<file path="src/hdl/svm_pkg.sv">
// Shared constants, codes, command and status types for the stack VM execute unit.
// Used by svm_ctrl, svm_datapath and the top level; depends on nothing.
package svm_pkg;

   localparam int MEM_BYTES = 65536;
   localparam int NUM_REGS  = 16;
   localparam int ADDR_W    = $clog2(MEM_BYTES);
   localparam int RIDX_W    = $clog2(NUM_REGS);

   localparam logic [RIDX_W-1:0] SP_IDX = RIDX_W'(NUM_REGS - 3);
   localparam logic [RIDX_W-1:0] BP_IDX = RIDX_W'(NUM_REGS - 2);
   localparam logic [RIDX_W-1:0] PC_IDX = RIDX_W'(NUM_REGS - 1);
   localparam logic [63:0] MEM_END = 64'(MEM_BYTES);

   localparam logic [7:0] CSR_STACK_LIMIT    = 8'd0;
   localparam logic [7:0] CSR_PROGRAM_LENGTH = 8'd1;

   localparam logic [4:0] OP_NOP     = 5'd0;
   localparam logic [4:0] OP_ENTRY   = 5'd1;
   localparam logic [4:0] OP_MOVE    = 5'd2;
   localparam logic [4:0] OP_LDI     = 5'd3;
   localparam logic [4:0] OP_LOAD    = 5'd4;
   localparam logic [4:0] OP_STORE   = 5'd5;
   localparam logic [4:0] OP_SYSCALL = 5'd6;
   localparam logic [4:0] OP_JMP     = 5'd7;
   localparam logic [4:0] OP_JMPIF   = 5'd8;
   localparam logic [4:0] OP_PUSH    = 5'd9;
   localparam logic [4:0] OP_PUSHI   = 5'd10;
   localparam logic [4:0] OP_POP     = 5'd11;
   localparam logic [4:0] OP_CALL    = 5'd12;
   localparam logic [4:0] OP_RET     = 5'd13;
   localparam logic [4:0] OP_INC     = 5'd14;
   localparam logic [4:0] OP_DEC     = 5'd15;
   localparam logic [4:0] OP_NEG     = 5'd16;
   localparam logic [4:0] OP_NOT     = 5'd17;
   localparam logic [4:0] OP_ADD     = 5'd18;
   localparam logic [4:0] OP_SUB     = 5'd19;
   localparam logic [4:0] OP_MUL     = 5'd20;
   localparam logic [4:0] OP_DIV     = 5'd21;
   localparam logic [4:0] OP_MOD     = 5'd22;
   localparam logic [4:0] OP_AND     = 5'd23;
   localparam logic [4:0] OP_OR      = 5'd24;
   localparam logic [4:0] OP_XOR     = 5'd25;
   localparam logic [4:0] OP_SHL     = 5'd26;
   localparam logic [4:0] OP_SHR     = 5'd27;

   localparam logic [3:0] TRAP_NONE      = 4'd0;
   localparam logic [3:0] TRAP_ACCESS    = 4'd1;
   localparam logic [3:0] TRAP_SIZE      = 4'd2;
   localparam logic [3:0] TRAP_JUMP      = 4'd3;
   localparam logic [3:0] TRAP_OVERFLOW  = 4'd4;
   localparam logic [3:0] TRAP_UNDERFLOW = 4'd5;
   localparam logic [3:0] TRAP_REGISTER  = 4'd6;
   localparam logic [3:0] TRAP_SYSCALL   = 4'd7;
   localparam logic [3:0] TRAP_DIV_ZERO  = 4'd8;
   localparam logic [3:0] TRAP_BAD_INST  = 4'd9;

   typedef enum logic [4:0] {
      ST_IDLE, ST_DECODE, ST_RD1, ST_RD2, ST_EXEC, ST_ALU, ST_WB,
      ST_MRD, ST_MACC, ST_MWR, ST_PUSH_CHK, ST_PUSH_SP, ST_CALL_BP,
      ST_POP_CHK, ST_POP_WR, ST_POP_SP, ST_FINISH
   } state_type;

   typedef enum logic [2:0] {RI_X, RI_Y, RI_Z, RI_BP, RI_PC} ridx_type;
   typedef enum logic [1:0] {WD_X, WD_SP, WD_BP, WD_PC} wdst_type;
   typedef enum logic [2:0] {
      WS_A, WS_IMM, WS_ALU, WS_UNARY, WS_DATA, WS_ADDR, WS_ADDR_P8, WS_BP_VAL
   } wsrc_type;
   typedef enum logic [1:0] {AS_A, AS_SP, AS_SP_M8} asel_type;
   typedef enum logic [2:0] {
      RS_X, RS_A, RS_SIZE, RS_A_SIZE, RS_MEM, RS_IMM, RS_SP, RS_IADDR
   } rsel_type;

   typedef struct packed {
      logic       latch;
      ridx_type   rd_idx;
      logic       ld_a;
      logic       ld_b;
      logic       b_imm;
      logic       wr_en;
      wdst_type   wr_dst;
      wsrc_type   wr_src;
      logic       addr_setup;
      asel_type   addr_sel;
      logic       len8;
      logic       mem_rd;
      logic       mem_acc;
      logic       mem_wr;
      logic       alu_start;
      logic       alu_step;
      logic       set_trap;
      logic [3:0] trap_code;
      rsel_type   reason_sel;
      logic       set_npc;
      logic       finish;
   } cmd_type;

   typedef struct packed {
      logic [4:0] op;
      logic       x_special;
      logic       b_nz;
      logic       a_ge_mem;
      logic       size_gt8;
      logic       end_ge_mem;
      logic       a_ge_plen;
      logic       push_ovf;
      logic       pop_unf;
      logic       cnt_done;
      logic       div_zero;
      logic       alu_done;
      logic       out_free;
   } status_type;

   function automatic logic is_binary(input logic [4:0] op);
      return (op >= OP_ADD) && (op <= OP_SHR);
   endfunction

   function automatic logic is_unary(input logic [4:0] op);
      return (op >= OP_INC) && (op <= OP_NOT);
   endfunction

   function automatic logic is_muldiv(input logic [4:0] op);
      return (op == OP_MUL) || (op == OP_DIV) || (op == OP_MOD);
   endfunction

endpackage

</file>
<file path="src/hdl/svm_ctrl.sv">
// Sequencing state machine of the stack VM execute unit.
// Depends on svm_pkg; drives svm_datapath through a command struct.
module svm_ctrl (
   input  logic                clock,
   input  logic                reset,
   input  logic                req_valid,
   output logic                req_stall,
   input  svm_pkg::status_type status,
   output svm_pkg::cmd_type    cmd
);

   svm_pkg::state_type state_ff, state_in;
   logic               phase_ff, phase_in;
   logic [4:0]         op;

   assign op        = status.op;
   assign req_stall = (state_ff != svm_pkg::ST_IDLE);

   always_ff @(posedge clock) begin
      if (reset) begin
         state_ff <= svm_pkg::ST_IDLE;
         phase_ff <= 1'b0;
      end else begin
         state_ff <= state_in;
         phase_ff <= phase_in;
      end
   end

   always_comb begin
      phase_in = phase_ff;
      if (state_ff == svm_pkg::ST_DECODE) begin
         phase_in = 1'b0;
      end else if (state_ff == svm_pkg::ST_PUSH_SP || state_ff == svm_pkg::ST_POP_SP) begin
         phase_in = 1'b1;
      end
   end

   always_comb begin
      state_in = state_ff;
      case (state_ff)
         svm_pkg::ST_IDLE: begin
            if (req_valid) state_in = svm_pkg::ST_DECODE;
         end
         svm_pkg::ST_DECODE: begin
            case (op)
               svm_pkg::OP_NOP, svm_pkg::OP_ENTRY, svm_pkg::OP_LDI,
               svm_pkg::OP_SYSCALL: state_in = svm_pkg::ST_FINISH;
               svm_pkg::OP_MOVE:
                  state_in = status.x_special ? svm_pkg::ST_FINISH : svm_pkg::ST_RD1;
               svm_pkg::OP_PUSHI, svm_pkg::OP_CALL: state_in = svm_pkg::ST_PUSH_CHK;
               svm_pkg::OP_POP, svm_pkg::OP_RET: state_in = svm_pkg::ST_POP_CHK;
               default: begin
                  if (op > svm_pkg::OP_SHR) state_in = svm_pkg::ST_FINISH;
                  else state_in = svm_pkg::ST_RD1;
               end
            endcase
         end
         svm_pkg::ST_RD1: begin
            if (op == svm_pkg::OP_STORE || op == svm_pkg::OP_JMPIF || svm_pkg::is_binary(op))
               state_in = svm_pkg::ST_RD2;
            else if (op == svm_pkg::OP_PUSH)
               state_in = svm_pkg::ST_PUSH_CHK;
            else
               state_in = svm_pkg::ST_EXEC;
         end
         svm_pkg::ST_RD2: begin
            if (op == svm_pkg::OP_JMPIF && !status.b_nz) state_in = svm_pkg::ST_FINISH;
            else state_in = svm_pkg::ST_EXEC;
         end
         svm_pkg::ST_EXEC: begin
            state_in = svm_pkg::ST_FINISH;
            if (op == svm_pkg::OP_LOAD || op == svm_pkg::OP_STORE) begin
               if (!status.a_ge_mem && !status.size_gt8 && !status.end_ge_mem)
                  state_in = (op == svm_pkg::OP_LOAD) ? svm_pkg::ST_MRD : svm_pkg::ST_MWR;
            end else if (svm_pkg::is_muldiv(op)) begin
               if (op == svm_pkg::OP_MUL || !status.div_zero) state_in = svm_pkg::ST_ALU;
            end
         end
         svm_pkg::ST_ALU: begin
            if (status.alu_done) state_in = svm_pkg::ST_WB;
         end
         svm_pkg::ST_WB: state_in = svm_pkg::ST_FINISH;
         svm_pkg::ST_MRD: begin
            if (status.cnt_done)
               state_in = (op == svm_pkg::OP_LOAD) ? svm_pkg::ST_FINISH : svm_pkg::ST_POP_WR;
            else
               state_in = svm_pkg::ST_MACC;
         end
         svm_pkg::ST_MACC: state_in = svm_pkg::ST_MRD;
         svm_pkg::ST_MWR: begin
            if (status.cnt_done)
               state_in = (op == svm_pkg::OP_STORE) ? svm_pkg::ST_FINISH : svm_pkg::ST_PUSH_SP;
         end
         svm_pkg::ST_PUSH_CHK:
            state_in = status.push_ovf ? svm_pkg::ST_FINISH : svm_pkg::ST_MWR;
         svm_pkg::ST_PUSH_SP: begin
            if (op == svm_pkg::OP_CALL)
               state_in = phase_ff ? svm_pkg::ST_CALL_BP : svm_pkg::ST_PUSH_CHK;
            else
               state_in = svm_pkg::ST_FINISH;
         end
         svm_pkg::ST_CALL_BP: state_in = svm_pkg::ST_RD1;
         svm_pkg::ST_POP_CHK:
            state_in = status.pop_unf ? svm_pkg::ST_FINISH : svm_pkg::ST_MRD;
         svm_pkg::ST_POP_WR: state_in = svm_pkg::ST_POP_SP;
         svm_pkg::ST_POP_SP: begin
            if (op == svm_pkg::OP_RET)
               state_in = phase_ff ? svm_pkg::ST_RD1 : svm_pkg::ST_POP_CHK;
            else
               state_in = svm_pkg::ST_FINISH;
         end
         svm_pkg::ST_FINISH: begin
            if (status.out_free) state_in = svm_pkg::ST_IDLE;
         end
         default: state_in = svm_pkg::ST_IDLE;
      endcase
   end

   always_comb begin
      cmd = '0;
      case (state_ff)
         svm_pkg::ST_IDLE: cmd.latch = req_valid;
         svm_pkg::ST_DECODE: begin
            case (op)
               svm_pkg::OP_MOVE: begin
                  if (status.x_special) begin
                     cmd.set_trap   = 1'b1;
                     cmd.trap_code  = svm_pkg::TRAP_REGISTER;
                     cmd.reason_sel = svm_pkg::RS_X;
                  end
               end
               svm_pkg::OP_LDI: begin
                  cmd.wr_en  = 1'b1;
                  cmd.wr_dst = svm_pkg::WD_X;
                  cmd.wr_src = svm_pkg::WS_IMM;
               end
               svm_pkg::OP_SYSCALL: begin
                  cmd.set_trap   = 1'b1;
                  cmd.trap_code  = svm_pkg::TRAP_SYSCALL;
                  cmd.reason_sel = svm_pkg::RS_IMM;
               end
               svm_pkg::OP_PUSHI: cmd.b_imm = 1'b1;
               svm_pkg::OP_RET: begin
                  cmd.wr_en  = 1'b1;
                  cmd.wr_dst = svm_pkg::WD_SP;
                  cmd.wr_src = svm_pkg::WS_BP_VAL;
               end
               svm_pkg::OP_CALL: begin
                  cmd.rd_idx = svm_pkg::RI_BP;
                  cmd.ld_b   = 1'b1;
               end
               default: begin
                  if (op > svm_pkg::OP_SHR) begin
                     cmd.set_trap   = 1'b1;
                     cmd.trap_code  = svm_pkg::TRAP_BAD_INST;
                     cmd.reason_sel = svm_pkg::RS_IADDR;
                  end
               end
            endcase
         end
         svm_pkg::ST_RD1: begin
            case (op)
               svm_pkg::OP_JMPIF: begin
                  cmd.rd_idx = svm_pkg::RI_Y;
                  cmd.ld_b   = 1'b1;
               end
               svm_pkg::OP_PUSH: begin
                  cmd.rd_idx = svm_pkg::RI_X;
                  cmd.ld_b   = 1'b1;
               end
               svm_pkg::OP_RET: begin
                  cmd.rd_idx = svm_pkg::RI_PC;
                  cmd.ld_a   = 1'b1;
               end
               svm_pkg::OP_MOVE, svm_pkg::OP_LOAD: begin
                  cmd.rd_idx = svm_pkg::RI_Y;
                  cmd.ld_a   = 1'b1;
               end
               default: begin
                  cmd.rd_idx = svm_pkg::is_binary(op) ? svm_pkg::RI_Y : svm_pkg::RI_X;
                  cmd.ld_a   = 1'b1;
               end
            endcase
         end
         svm_pkg::ST_RD2: begin
            if (op == svm_pkg::OP_JMPIF) begin
               cmd.rd_idx = svm_pkg::RI_X;
               cmd.ld_a   = status.b_nz;
            end else begin
               cmd.rd_idx = (op == svm_pkg::OP_STORE) ? svm_pkg::RI_Y : svm_pkg::RI_Z;
               cmd.ld_b   = 1'b1;
            end
         end
         svm_pkg::ST_EXEC: begin
            case (op)
               svm_pkg::OP_MOVE: begin
                  cmd.wr_en  = 1'b1;
                  cmd.wr_dst = svm_pkg::WD_X;
                  cmd.wr_src = svm_pkg::WS_A;
               end
               svm_pkg::OP_LOAD, svm_pkg::OP_STORE: begin
                  cmd.trap_code = svm_pkg::TRAP_ACCESS;
                  if (status.a_ge_mem) begin
                     cmd.set_trap   = 1'b1;
                     cmd.reason_sel = svm_pkg::RS_A;
                  end else if (status.size_gt8) begin
                     cmd.set_trap   = 1'b1;
                     cmd.trap_code  = svm_pkg::TRAP_SIZE;
                     cmd.reason_sel = svm_pkg::RS_SIZE;
                  end else if (status.end_ge_mem) begin
                     cmd.set_trap   = 1'b1;
                     cmd.reason_sel = (op == svm_pkg::OP_LOAD) ? svm_pkg::RS_A_SIZE
                                                               : svm_pkg::RS_MEM;
                  end else begin
                     cmd.addr_setup = 1'b1;
                     cmd.addr_sel   = svm_pkg::AS_A;
                  end
               end
               svm_pkg::OP_JMP, svm_pkg::OP_JMPIF, svm_pkg::OP_CALL, svm_pkg::OP_RET: begin
                  if (status.a_ge_plen) begin
                     cmd.set_trap   = 1'b1;
                     cmd.trap_code  = svm_pkg::TRAP_JUMP;
                     cmd.reason_sel = svm_pkg::RS_A;
                  end else begin
                     cmd.set_npc = 1'b1;
                  end
               end
               default: begin
                  if (svm_pkg::is_unary(op)) begin
                     cmd.wr_en  = 1'b1;
                     cmd.wr_dst = svm_pkg::WD_X;
                     cmd.wr_src = svm_pkg::WS_UNARY;
                  end else if (svm_pkg::is_muldiv(op)) begin
                     if (op != svm_pkg::OP_MUL && status.div_zero) begin
                        cmd.set_trap   = 1'b1;
                        cmd.trap_code  = svm_pkg::TRAP_DIV_ZERO;
                        cmd.reason_sel = svm_pkg::RS_IADDR;
                     end else begin
                        cmd.alu_start = 1'b1;
                     end
                  end else if (svm_pkg::is_binary(op)) begin
                     cmd.wr_en  = 1'b1;
                     cmd.wr_dst = svm_pkg::WD_X;
                     cmd.wr_src = svm_pkg::WS_ALU;
                  end
               end
            endcase
         end
         svm_pkg::ST_ALU: cmd.alu_step = 1'b1;
         svm_pkg::ST_WB: begin
            cmd.wr_en  = 1'b1;
            cmd.wr_dst = svm_pkg::WD_X;
            cmd.wr_src = svm_pkg::WS_ALU;
         end
         svm_pkg::ST_MRD: begin
            if (!status.cnt_done) begin
               cmd.mem_rd = 1'b1;
            end else if (op == svm_pkg::OP_LOAD) begin
               cmd.wr_en  = 1'b1;
               cmd.wr_dst = svm_pkg::WD_X;
               cmd.wr_src = svm_pkg::WS_DATA;
            end
         end
         svm_pkg::ST_MACC: cmd.mem_acc = 1'b1;
         svm_pkg::ST_MWR: cmd.mem_wr = !status.cnt_done;
         svm_pkg::ST_PUSH_CHK: begin
            if (status.push_ovf) begin
               cmd.set_trap   = 1'b1;
               cmd.trap_code  = svm_pkg::TRAP_OVERFLOW;
               cmd.reason_sel = svm_pkg::RS_SP;
            end else begin
               cmd.addr_setup = 1'b1;
               cmd.addr_sel   = svm_pkg::AS_SP_M8;
               cmd.len8       = 1'b1;
            end
         end
         svm_pkg::ST_PUSH_SP: begin
            cmd.wr_en  = 1'b1;
            cmd.wr_dst = svm_pkg::WD_SP;
            cmd.wr_src = svm_pkg::WS_ADDR;
            cmd.rd_idx = svm_pkg::RI_PC;
            cmd.ld_b   = (op == svm_pkg::OP_CALL) && !phase_ff;
         end
         svm_pkg::ST_CALL_BP: begin
            cmd.wr_en  = 1'b1;
            cmd.wr_dst = svm_pkg::WD_BP;
            cmd.wr_src = svm_pkg::WS_ADDR;
         end
         svm_pkg::ST_POP_CHK: begin
            if (status.pop_unf) begin
               cmd.set_trap   = 1'b1;
               cmd.trap_code  = svm_pkg::TRAP_UNDERFLOW;
               cmd.reason_sel = svm_pkg::RS_SP;
            end else begin
               cmd.addr_setup = 1'b1;
               cmd.addr_sel   = svm_pkg::AS_SP;
               cmd.len8       = 1'b1;
            end
         end
         svm_pkg::ST_POP_WR: begin
            cmd.wr_en  = 1'b1;
            cmd.wr_src = svm_pkg::WS_DATA;
            if (op == svm_pkg::OP_POP) cmd.wr_dst = svm_pkg::WD_X;
            else cmd.wr_dst = phase_ff ? svm_pkg::WD_BP : svm_pkg::WD_PC;
         end
         svm_pkg::ST_POP_SP: begin
            cmd.wr_en  = 1'b1;
            cmd.wr_dst = svm_pkg::WD_SP;
            cmd.wr_src = svm_pkg::WS_ADDR_P8;
         end
         svm_pkg::ST_FINISH: cmd.finish = status.out_free;
         default: cmd = '0;
      endcase
   end

   assert property (@(posedge clock) disable iff (reset)
      cmd.latch |=> state_ff == svm_pkg::ST_DECODE)
      else $error("accepted request did not start decoding");
   assert property (@(posedge clock) disable iff (reset)
      cmd.set_trap |=> state_ff == svm_pkg::ST_FINISH)
      else $error("execution continued after a trap");
   assert property (@(posedge clock) disable iff (reset)
      (state_ff == svm_pkg::ST_CALL_BP) |-> phase_ff && op == svm_pkg::OP_CALL)
      else $error("frame update outside the second call push");

endmodule

</file>
<file path="config.mk">
export PLATFORM = sky130hd
export DESIGN_NAME = svm_ctrl
export DESIGN_NICKNAME = d
export VERILOG_FILES = /design/src/hdl/svm_pkg.sv /design/src/hdl/svm_ctrl.sv
export SDC_FILE = /design/constraint.sdc
export NUM_CORES = 1
export LEC_CHECK = 0
export ABC_AREA = 1
export BUFFER_PORTS_ARGS = -buffer_cell sky130_fd_sc_hd__clkbuf_2
export CAP_MARGIN = 5
export CORE_ASPECT_RATIO = 0.5
export CORE_MARGIN = 4
export CORE_UTILIZATION = 30
export CTS_BUF_LIST = sky130_fd_sc_hd__clkbuf_16
export DETAILED_ROUTE_END_ITERATION = 8
export REMOVE_ABC_BUFFERS = 1
export SLEW_MARGIN = 20
export SYNTH_ARGS = -nofsm -noshare
export SYNTH_HDL_FRONTEND = slang
export SYNTH_SLANG_ARGS = --single-unit
</file>
<file path="constraint.sdc">
create_clock -name clock -period 2.4 [get_ports clock]
set_input_delay 0 -clock clock [delete_from_list [all_inputs] [get_ports clock]]
set_output_delay 0 -clock clock [all_outputs]
set_load 0.005 [all_outputs]
</file>
==> flow_summary.toml, run 1 <==
[die]
placementRows = 17
initial_utilization_pct = 32.0
io_pins = 53
fp.coreArea_sq_um = 4550
die_h_um = 57.3
die-width_um = 107
die-area_sq_um = 6110

[logic_synthesis]
synth_top_area_share_pct = 19.6
synth-compound-area-share_pct = 13.6
synthDistinctLibCells = 29
synthMuxAreaShare_pct = 0
yosysWarnings = 0
synth_area_leaders = "nand2_1 20%, nor2_1 15%, nand3_1 14%, inv_1 10%, dfxtp_1 8.2%"
synthAdderAreaFrac_pct = 0
synthArstFlopShare_pct = 0
synth-xor-area-share_pct = 0
yosys.area_share.simple_pct = 65.5
synthFlopType = "dfxtp_1"
synth_area_sq_um = 1460
synth_edf_count = 0
ys_ff_latch = 6
yosysTopAreaCell = "nand2_1"
yosysSeqAreaShare_pct = 8.24
netlist_top_cells_count = "76 x nand2_1, 59 x nor2_1, 40 x nand3_1"
synthCells = 296
synth_most_common_cell = "nand2_1"
synth_top_family_by_area = "simple AND/OR/NAND/NOR gates"
syn_avg_cell_area_sq_um = 4.92

[global_routing]
grt_max_degree = 11
use_met2_pct = 28.4
use_met1_pct = 26.0
grt_pass1_vias = 1874
gr-max-usage-layer = "met2"
grt_pass1_wl_um = 8900
track_usage_pct = 17.5
overflow = 0
met3_usage_pct = 1.13
antenna_found_initial = 0

[placement]
gp_congestion = 0.949
place_hpwl_um = 4710
placedCellCount = 413
io_buffers = 52

[layout]
num-fill-cells = 539
drive_above_1_share_pct = 23.4
stdcell_count = 416
layout.nets = 372
final_core_util_pct = 41.1
diodes = 0
area_growth_syn_to_layout_pct = 28.3

[detailed_routing]
viasPerCell = 5.05
drt-pass1-iter-count = 5
detail-route-antenna-nets = 0
drcViolationCount = 0
drt-initial-drc-count = 207
vias = 2102
routed_wirelength_um = 5470
drt-wirelength-per-cell_um = 13.1

[pwr]
leakage_nw = 1.07
power.density_nw_per_um2 = 484
ir_drop_uv = 384
p_total_mw = 0.905

[clock_tree]
cts_resized = 0
cts_setup_buffers = 0
clkTransAtPathRegs_ns = 0.03
cts-root-buf = "clkbuf_16"
htreeDepth = 1
cts_hold_buffers = 0
clock_path_buffers = 2
cts_buffers = 3
clock-sinks = 6
cts_tree = "built"
clock_latency_ns = 0.23

[sta]
finalSetupViolCount = 0
fmax_mhz = 506
finalMaxSlewViolations = 0
tightest_slew_ns = 0.417
hold_viol = 0
maxSlewHeadroom_pct = 71.9
period_needed_ns = 1.98
setup_tns_ns = 0
fin_worst_skew_ns = 0.00166
rsz0062_at_grt = "false"
timing.final.crit_share_pct = 82.4

[setup_path]
worstSetupPathType = "reg2out"
cp_max_fo = 8
worstSetupEndpointType = "primary output"
worstSetupStartpointType = "register"
crit_required_ns = 2.40
crit_arrival_ns = 1.98

[worst_hold_path]
min_path_type = "in2reg"

[flow_run]
cap_violations = 0

[run_status]
status = "finished, final reports clean"
## routing by layer
metal  up-vias  wire length, um
met5         -                0
li1       1065                -
met3         0              364
met1       955             2680
met4         0                0
met2        82             2420
## area by class of cell
class,instances,area [sq um],area share (%)
well taps,66,82.6,4.41
multi-input cells,241,1150,61.6
clock buffers,3,75.1,4.01
repair buffers,52,260,13.9
inverters,48,180,9.63
flip-flops and latches,6,120,6.42
## path summary, 6_finish.rpt
check,from,to,slack [ns],cells past startpoint
min reg2reg,phase_ff$_SDFFE_PP0P_,phase_ff$_SDFFE_PP0P_,0.60,2
min,reset,state_ff[4]$_SDFFE_PP0P_,0.03,2
max reg2reg,state_ff[0]$_SDFFE_PP0P_,state_ff[1]$_SDFFE_PP0P_,0.71,10
max,state_ff[0]$_SDFFE_PP0P_,cmd[19],0.42,9
## flip-flops by register name, indices dropped and copies added (netlist names)
name	flops
phase_ff	1
state_ff	5
## critical path, stage by stage (launching register included)
cell,delay [ns]
dfxtp_1,0.43
inv_2,0.07
nor2_1,0.12
nand2_1,0.15
nor2_4,0.23
inv_1,0.18
a21oi_1,0.24
nor3_1,0.07
o21ai_0,0.11
clkbuf_2,0.15
## power breakdown
| group | total [mW] | switching (mW) | internal [mW] | leakage (nW) |
|---|---|---|---|---|
| registers | 0.149 | 0.0305 | 0.118 | 0.0487 |
| clock network | 0.266 | 0.0529 | 0.214 | 0.0370 |
| logic | 0.490 | 0.334 | 0.155 | 0.982 |
## stage by stage
step | hold WS (ns) | area, sq um | setup WS, ns
6_report | 0.0306 | 1870 | 0.424
5_1_grt | 0.0420 | 1870 | 0.291
4_1_cts | 0.0249 | 1870 | 0.430
3_5_place_dp | 0.256 | 1800 | 0.677
3_3_place_gp | 0.257 | 1800 | 0.673
2_1_floorplan | 0.0365 | 1450 | 1.03
## cells by family (layout without fill, tap and decap cells)
logic type      count (synthesis)  after routing
compound gates                 32             32
buf+inv                        49            103
flops                           6              6
simple gates                  209            209
## placed cells by master, fill, tap and decap left out, types with 2 or more instances in the layout
| cell type | count |
|---|---|
| o211ai_1 | 4 |
| nand2_2 | 4 |
| nand2_1 | 76 |
| nor3_1 | 7 |
| o21ai_0 | 12 |
| a21oi_1 | 9 |
| nor2_2 | 6 |
| clkbuf_16 | 3 |
| nand4_1 | 3 |
| dfxtp_1 | 6 |
| inv_2 | 8 |
| nand3_1 | 40 |
| nor2_1 | 59 |
| nor2_4 | 3 |
| or2_1 | 2 |
| nand3_2 | 3 |
| inv_1 | 39 |
| nand3b_1 | 3 |
| clkbuf_2 | 52 |
No activity file was read; power rests on OpenSTA's default activity.
==> inputs of run 2 (changes only) <==
==> constraint.sdc (replaced) <==
create_clock -name clock -period 2 [get_ports clock]
set_input_delay 0 -clock clock [delete_from_list [all_inputs] [get_ports clock]]
set_output_delay 0 -clock clock [all_outputs]
set_load 0.005 [all_outputs]
==> run 2 against run 1 <==
Against the previous run:
- count of clock-buffer cells in the layout did not move
- cell area up 1.9%
- utilization grew 0.80 points
- global-route usage is 0.44 points higher
- worst hold slack worse by 0.014 ns
- clock power up 23%
- power rose by 28%
- sequential share of layout area is essentially flat
- largest cell class unchanged
- largest power group unchanged
==> flow_summary.toml, run 2 (synthesized netlist as in run 1, its figures left out) <==
[run_status]
status = "finished, final reports clean"

[detailed_routing]
viasPerCell = 5.08
drt-wirelength-per-cell_um = 13.0
detail-route-antenna-nets = 0
drt-pass1-iter-count = 5
drcViolationCount = 0
routed_wirelength_um = 5460
drt-initial-drc-count = 161
vias = 2132

[clock_tree]
clock_path_buffers = 2
cts_hold_buffers = 0
cts_buffers = 3
cts_tree = "built"
clock_latency_ns = 0.23
cts-root-buf = "clkbuf_16"
clkTransAtPathRegs_ns = 0.03
clock-sinks = 6
htreeDepth = 1

[layout]
final_cell_mix = "76 x nand2_1, 59 x nor2_1, 52 x clkbuf_2, 40 x nand3_1, 39 x inv_1"
final_common_cell = "nand2_1"
layout.nets = 376
reg.largest.list = "state_ff (5), phase_ff (1)"
diodes = 0
final_core_util_pct = 41.9
num-fill-cells = 533
largest_register_ffs = 5
area_growth_syn_to_layout_pct = 30.8
largest_register = "state_ff"
drive_above_1_share_pct = 25.1

[die]
io_pins = 53
initial_utilization_pct = 32.0
die-area_sq_um = 6110
die-width_um = 107
placementRows = 17
fp.coreArea_sq_um = 4550
die_h_um = 57.3

[sta]
tightest_slew_ns = 0.399
finalMaxSlewViolations = 0
fmax_mhz = 540
finalSetupViolCount = 0
fin_worst_skew_ns = 0.00114
maxSlewHeadroom_pct = 73.1
setup_tns_ns = 0
rsz0062_at_grt = "false"
hold_viol = 0
period_needed_ns = 1.85
timing.final.crit_share_pct = 92.6

[setup_path]
cp_max_fo = 7
worstSetupStartpointType = "register"
crit_required_ns = 2.11
worstSetupEndpointType = "register"
worstSetupPathType = "reg2reg"
crit_chain = "nor2_1 -> nand2_1 -> nor2_4 -> buf_4 -> buf_4 -> nand2_1 -> nand3_1 -> nor2_1 -> nand2_1 -> nor3_1 -> nor2_1"
crit_path_max_incr_delay_ns = 0.44
path_buf_inv = 2
crit_arrival_ns = 1.96
slowest_stage = "dfxtp_1"
path_delay_family = "simple AND/OR/NAND/NOR gates"

[flow_run]
cap_violations = 0

[pwr]
power.density_nw_per_um2 = 606
cell_internal_pwr_mw = 0.640
p_clk_share_pct = 28.3
switching_share_pct = 44.6
seq_power_share_pct = 15.8
switchingPower_mw = 0.516
pwr-share-comb_pct = 55.9
leakage_nw = 1.09
ir_drop_uv = 476

[global_routing]
track_usage_pct = 17.9
overflow = 0
antenna_found_initial = 0
grt_max_degree = 11
grt_pass1_wl_um = 9070
grt_pass1_vias = 1945

[placement]
place_hpwl_um = 4680
io_buffers = 52
gp_congestion = 1.01

[worst_hold_path]
min_path_type = "in2reg"
## run 2: cell types whose count changed in the layout (fill, tap and decap cells not counted), sizes merged
cell  delta
buf      +4
## run 2: final cells by class
| class | count | area [sq um] | share of cell area (%) |
|---|---|---|---|
| Timing Repair Buffer | 56 | 290 | 15.2 |
| Inverter | 48 | 180 | 9.45 |
| Multi-Input combinational cell | 241 | 1160 | 60.6 |
| Tap cell | 66 | 82.6 | 4.33 |
| Sequential cell | 6 | 123 | 6.43 |
| Clock buffer | 3 | 75.1 | 3.94 |
## run 2: path summary, 6_finish.rpt
| check | end | slack [ns] | start | depth (start not counted) |
|---|---|---|---|---|
| worst max register to register | state_ff[2]$_SDFFE_PP0P_ | 0.15 | state_ff[1]$_SDFFE_PP0P_ | 11 |
| worst max-delay path | state_ff[2]$_SDFFE_PP0P_ | 0.15 | state_ff[1]$_SDFFE_PP0P_ | 11 |
| worst min register to register | phase_ff$_SDFFE_PP0P_ | 0.59 | phase_ff$_SDFFE_PP0P_ | 2 |
| worst min-delay path | state_ff[4]$_SDFFE_PP0P_ | 0.02 | reset | 2 |
## run 2: power groups by stage
| stage | Clock, mW | Combinational, mW | Sequential (mW) |
|---|---|---|---|
| 2_1_floorplan | 0 | 0.376 | 0.174 |
| 4_1_cts | 0.330 | 0.576 | 0.180 |
| 3_5_place_dp | 0 | 0.573 | 0.181 |
| 3_3_place_gp | 0 | 0.578 | 0.181 |
| 5_1_grt | 0.337 | 0.717 | 0.188 |
| 6_report | 0.327 | 0.646 | 0.183 |
## run 2: metrics by stage
step                worst slack (ns)  power, mW  std cells  instance area, sq um  hold slack [ns]
finish                         0.148       1.16        420                  1910           0.0165
global route                  0.0152       1.24        420                  1910           0.0436
global placement               0.254      0.759        413                  1800            0.258
detailed placement             0.295      0.754        413                  1800            0.253
floorplan                      0.626      0.550        295                  1450           0.0365
CTS                           0.0378       1.09        416                  1870           0.0211
## run 2: repair_timing
item,4_1_cts,5_1_grt
gates resized for setup,0,3
setup endpoints to repair,0,6
setup buffers,0,4
## run 2: worst reg2reg max path, delay by kind of cell, from the launching register on
family                 cells  cell delay (ns)
flip-flops                 1             0.44
AND/OR/NAND/NOR            9             1.05
buffers and inverters      2             0.27
## run 2: layer usage
metal  part of all wire (%)  vias up  GRT usage [%]  wire, um
met1                     48      950           25.9      2630
met2                     43       93           28.1      2350
met5                      0        -              0         0
met4                    1.4        0           4.74        74
met3                    7.3       13           2.26       400
li1                       -     1076              -         -
